## src/hdl/vkts_pkg.sv

```systemverilog
// ----------------------------------------------------------------------------
// vkts_pkg
// shared types and constants of the keyframe track sampler
// ----------------------------------------------------------------------------
package vkts_pkg;

   localparam int MaxKeysDefault      = 64;
   localparam int FractionBitsDefault = 16;
   localparam int KeyIndexWidth       = 6;
   localparam int CountWidth          = 7;
   localparam int DataWidth           = 32;

   localparam logic KindLoad  = 1'b0;
   localparam logic KindQuery = 1'b1;

   localparam logic [0:0] RegKeyCount = 1'b0;

   typedef struct packed {
      logic                      kind;
      logic [KeyIndexWidth-1:0]  key_index;
      logic [DataWidth-1:0]      key_time;
      logic signed [DataWidth-1:0] value_x;
      logic signed [DataWidth-1:0] value_y;
      logic signed [DataWidth-1:0] value_z;
      logic [DataWidth-1:0]      query_time;
   } req_type;

   typedef struct packed {
      logic                        found;
      logic [CountWidth-1:0]       upper_key;
      logic signed [DataWidth-1:0] out_x;
      logic signed [DataWidth-1:0] out_y;
      logic signed [DataWidth-1:0] out_z;
   } rsp_type;

endpackage

```

## src/hdl/vkts_front.sv

```systemverilog
// ----------------------------------------------------------------------------
// vkts_front
// takes requests, buffers them in a two-entry queue for the back end
// ----------------------------------------------------------------------------
module vkts_front
   import vkts_pkg::*;
(
   input  logic    clock,
   input  logic    reset,
   input  logic    push,
   input  req_type push_data,
   output logic    full,
   output logic    q_valid,
   output req_type q_data,
   input  logic    q_take
);

   req_type   slot_ff [2];
   req_type   slot_in [2];
   logic [1:0] cnt_ff, cnt_in;
   logic       do_push;

   assign full     = (cnt_ff == 2'd2);
   assign do_push  = push && !full;
   assign q_valid  = (cnt_ff != 2'd0);
   assign q_data   = slot_ff[0];

   always_comb begin
      slot_in[0] = slot_ff[0];
      slot_in[1] = slot_ff[1];
      cnt_in     = cnt_ff;
      if (q_take && q_valid) begin
         slot_in[0] = slot_ff[1];
         cnt_in     = cnt_in - 2'd1;
      end
      if (do_push) begin
         slot_in[cnt_in[0]] = push_data;
         cnt_in             = cnt_in + 2'd1;
      end
   end

   always_ff @(posedge clock) begin
      slot_ff[0] <= slot_in[0];
      slot_ff[1] <= slot_in[1];
      if (reset) begin
         cnt_ff <= 2'd0;
      end else begin
         cnt_ff <= cnt_in;
      end
   end

endmodule

```

## config.mk

```make
export PLATFORM = sky130hd
export DESIGN_NAME = vkts_front
export DESIGN_NICKNAME = d
export VERILOG_FILES = /design/src/hdl/vkts_pkg.sv /design/src/hdl/vkts_front.sv
export SDC_FILE = /design/constraint.sdc
export NUM_CORES = 1
export LEC_CHECK = 0
export BUFFER_PORTS_ARGS = -buffer_cell sky130_fd_sc_hd__buf_2
export CAP_MARGIN = 10
export CORE_MARGIN = 2
export CORE_UTILIZATION = 47
export CTS_CLUSTER_DIAMETER = 200
export DETAILED_ROUTE_END_ITERATION = 8
export PLACE_DENSITY = 0.74
export RECOVER_POWER = 25
export SETUP_SLACK_MARGIN = 0.2
export SLEW_MARGIN = 5
export SYNTH_ARGS = -nofsm -noshare
export SYNTH_HDL_FRONTEND = slang
export SYNTH_SLANG_ARGS = --single-unit
```

## constraint.sdc

```tcl
create_clock -name clock -period 5.67 [get_ports clock]
set_input_delay 0.567 -clock clock [delete_from_list [all_inputs] [get_ports clock]]
set_output_delay 0.567 -clock clock [all_outputs]
set_load 0.005 [all_outputs]
```

**Yosys cells after proc, flatten, opt, wreduce, memory -nomap -nowiden**

Memory sizes are Yosys's and may differ from the RTL's.
Cells that the tools add are included.

- Output and inout bits: 169
- Bits in registers: 2
- Bits of input ports: 171
- Word-level logic and storage cells: 20
- Memories kept: 1
- Latch bits: 0
- RAM bits: 334
- Memory bits (read-only): 0

Memories:

| name | depth | bits a word | read ports | clocked after memory_dff | write ports | RTL line | text |
|---|---|---|---|---|---|---|---|
| slot_ff | 2 | 167 | 2 | 0 | 2 | vkts_front.sv:18 | `req_type slot_ff [2];` |

- Div/mod/pow operators: 0
- Multiply operators: 0
- Mux-type cells: 7
- Eq/ne operators: 1
- Order comparisons: 2
- Bitwise operators: 1
- Reductions and logical operators: 5
- Add/sub/neg operators: 2
- Shift-type cells: 0

Operators by type and width:

| operator | number |
|---|---|
| bitwise mux 334 bit | 1 |
| two-way mux 167 bit | 2 |
| two-way mux 334 bit | 1 |
| demux 167 bit (select 1 bit) | 1 |
| two-way mux 2 bit | 2 |
| logical AND 1 bit | 3 |
| adder 2 x 1 -> 2 bit (second input constant) | 1 |
| == test 2 bit (second input constant) | 1 |
| greater-or-equal comparator 2 bit (second input constant) | 1 |
| less-than comparator 2 x 1 -> 1 bit (second input constant) | 1 |
| inverter 1 -> 2 bit | 1 |
| nonzero test 2 bit | 1 |
| subtractor 2 x 1 -> 2 bit (second input constant) | 1 |
| zero test 1 bit | 1 |

**Longest topological paths before layout**

- Word-level depth: 10
- Mapped depth: 10
- Gate-level depth less buffers: 6

**Worst setup path before layout**

No wires, ideal clock.

- Path type: register to register
- From: register cnt_ff[0]
- To: register with a tool-made name
- Period minus slack after synthesis: 5.509 ns
- Required time: 5.122 ns
- Path slack: 0.161 ns
- Buffers on the path: 1
- Stages on the path, launching flop included: 7
- Setup time: 0.548 ns
- Arrival: 4.961 ns
- Cell sequence: dfxtp_1 -> inv_1 -> ha_1 -> nand2b_1 -> buf_4 -> xnor2_1 -> ha_1

RTL lines:

| item | RTL line | text |
|---|---|---|
| start, declared | vkts_front.sv:20 | `logic [1:0] cnt_ff, cnt_in;` |
| start signal, assigned | vkts_front.sv:48 | `cnt_ff <= cnt_in;` |

==> results.txt <==
initial DRC count -> 301
most common cell after layout, fill and taps aside -> buf_2
die height -> 178.4 um
clk_lat worst skew -> 0.51 ns
post-CTS sizing -> 0
pre-CTS setup slack -> 2.417 ns
placed insts -> 1422
Area contributors post-synth -> edfxtp_1, dfxtp_1, mux2_2, mux2_4, buf_4
Least-Margin Pin Slew -> 0.9707 ns
Worst path top cell family by delay -> simple AND/OR/NAND/NOR gates
Initial Util -> 47.95%
detailed-route via count -> 7111
postcts setup bufs -> 0
crit-path max FO -> 74
Synth Register Bits -> 336
Startpoint Class -> flop
outcome -> finished clean
CTS buffer count -> 36
post-route clock period utilization -> 57.24%
final worst slack -> 2.425 ns
Final Hold Slack -> 0.2491 ns
Initial DRT Pass Iterations -> 4
Final Max Tran Viols -> 0
hold crit path type -> input port to flop
Switch Pwr -> 2.779 mW
die width -> 178.4 um
CTS Sinks -> 336
fillers -> 2478
Max transition margin -> 35.29%
TritonCTS clock tree -> done
DIE AREA -> 31810 sq um
dpl hpwl -> 17240 um
internal power -> 7.303 mW
CP Capture Type -> flop
area share of the largest cell type after synthesis -> 35.10%
global placer's final weighted congestion -> 0.7271
Yosys top cell by area -> edfxtp_1
Final Non-Filler Cells -> 1488
FMAX -> 308.1 MHz
setup TNS -> 0 ns
Total GRT Usage -> 15.59%
Netlist cell types -> 20
Setup CP Type -> flop to flop
Gate power share -> 38.5%
largest net degree at the start of global routing -> 80
via-per-instance ratio -> 4.779
WL/cell -> 17.49 um
CTS H-Tree Depth -> 2
first-pass GRT wire length -> 39070 um
MaxCap Viol Count -> 0
Pwr per Cell Area -> 626.3 nW/um^2
mean area per synthesized cell -> 16.02 sq um
Post-Syn Instances -> 892
Core Footprint -> 29800 sq um
Final setup viols -> 0
Switching Share -> 27.56%
syn_nets -> 1066
share of total power in the clock network -> 22.2%
Routed Wire Length -> 26020 um
IO Pins -> 340
nets -> 1244
share of post-route cells with drive strength above 1 -> 59.43%
RSZ-0062 raised after global routing -> false
worst-path cell chain -> inv_1 > ha_1 > nand2b_4 > xnor2_1 > or3b_4 > buf_12 > mux2_4
final antenna-violating net count -> 0
GRT overflow -> 0
root buf cell -> clkbuf_16
fin crit period -> 3.245 ns
crit path DAT -> 3.63 ns
Seq pwr share -> 39.3%
sequential cell area fraction in the yosys report -> 58.78%
initial antenna violation count -> 2
Static Leak -> 6.742 nW
CP required -> 6.05 ns
Worst-path clk slew -> 0.06 ns
row cnt -> 63
vias in the first global route -> 7230
worst path bufs/invs -> 2
delay of the slowest cell on the worst path -> 0.66 ns
# DRC -> 0
Synth warnings -> 0
Mapped Area -> 14290 sq um
Hold Buf Count CTS -> 0
most frequent cells in the layout -> buf_2, mux2_2, dfxtp_1
CTS max path bufs -> 3
Max Clock Skew -> 0.01364 ns
area grow syn2layout -> 12.67%
CP max-delay cell -> or3b_4
IO Port Bufs -> 339
Hold Fails Final Rpt -> 0
Max rail drop VDD -> 0.0004279 V
[logic make-up (layout without fill, tap and decap cells)]
family                   count (synthesis)  in the layout  synth area share (%)
multiplexers                           334            334                 29.74
XOR/XNOR                                 2              2                0.1226
AO/OA/AOI/OAI                            2              2               0.08756
other                                    0              1                     0
buffers and inverters                  208            413                 10.71
adder cells (fa/ha/maj)                  3              3                0.2627
AND/OR/NAND/NOR                          7              7                0.2977
flip-flops                             336            336                 58.78
[area by class of cell]
type                       count  area, sq um  area share (%)
antenna                        1        2.502         0.01554
clock buffer                  56         1057           6.568
clock inverter                 9        78.83          0.4897
inverter                       3        11.26         0.06995
multi-input combinational    348         4382           27.22
sequential                   336         8398           52.17
tap                          390        488.0           3.031
timing repair buffer         345         1680           10.44
[worst register-to-register path: stages (launching register included)]
cell and delay (ns):
dfxtp_1 0.37, inv_1 0.10, ha_1 0.22, nand2b_4 0.38, xnor2_1 0.43, or3b_4 0.66, buf_12 0.54, mux2_4 0.45
[through the flow]
| step | power, mW | utilization, % | area, sq um |
|---|---|---|---|
| 2_1_floorplan | 7.612 | - | 14290 |
| 3_3_place_gp | 7.824 | 50.54 | 15060 |
| 3_5_place_dp | 7.951 | 50.54 | 15060 |
| 4_1_cts | 10.23 | 54.35 | 16190 |
| 5_1_grt | 10.66 | 54.03 | 16100 |
| 6_report | 10.08 | 54.03 | 16100 |
[cells in the mapped netlist, drive strengths merged]
master	count
mux2	334
buf	189
dfxtp	169
edfxtp	167
clkbuf	16
ha	3
inv	3
nor2b	2
xnor2	2
a211oi	1
a21oi	1
and3	1
nand2	1
nand2b	1
nor3	1
or3b	1
[power groups by stage]
stage | Clock, mW | Sequential, mW | Combinational, mW
after global routing | 2.40 | 4.07 | 4.19
after CTS | 2.31 | 3.98 | 3.94
after floorplan | 0 | 3.94 | 3.67
final | 2.24 | 3.96 | 3.88
after global placement | 0 | 3.98 | 3.85
after detailed placement | 0 | 4.02 | 3.93
[per-layer routing]
metal / vias to the layer above / global-route usage (%) / wire length (um)
li1: 3405 / - / -
met4: 2 / 4.336 / 472
met2: 271 / 25.35 / 11910
met3: 45 / 5.861 / 2661
met5: - / 0 / 13
met1: 3388 / 19.44 / 10970
[worst paths after layout]
check	from	endpoint	slack, ns	cells past startpoint
min reg2reg	flop	slot_ff[0][57]	0.58	2
max reg2reg	cnt_ff[0]	slot_ff[0][25]	2.42	7
max	cnt_ff[0]	slot_ff[0][25]	2.42	7
min	reset	cnt_ff[0]	0.25	2
(Power assumes the default switching activity.)
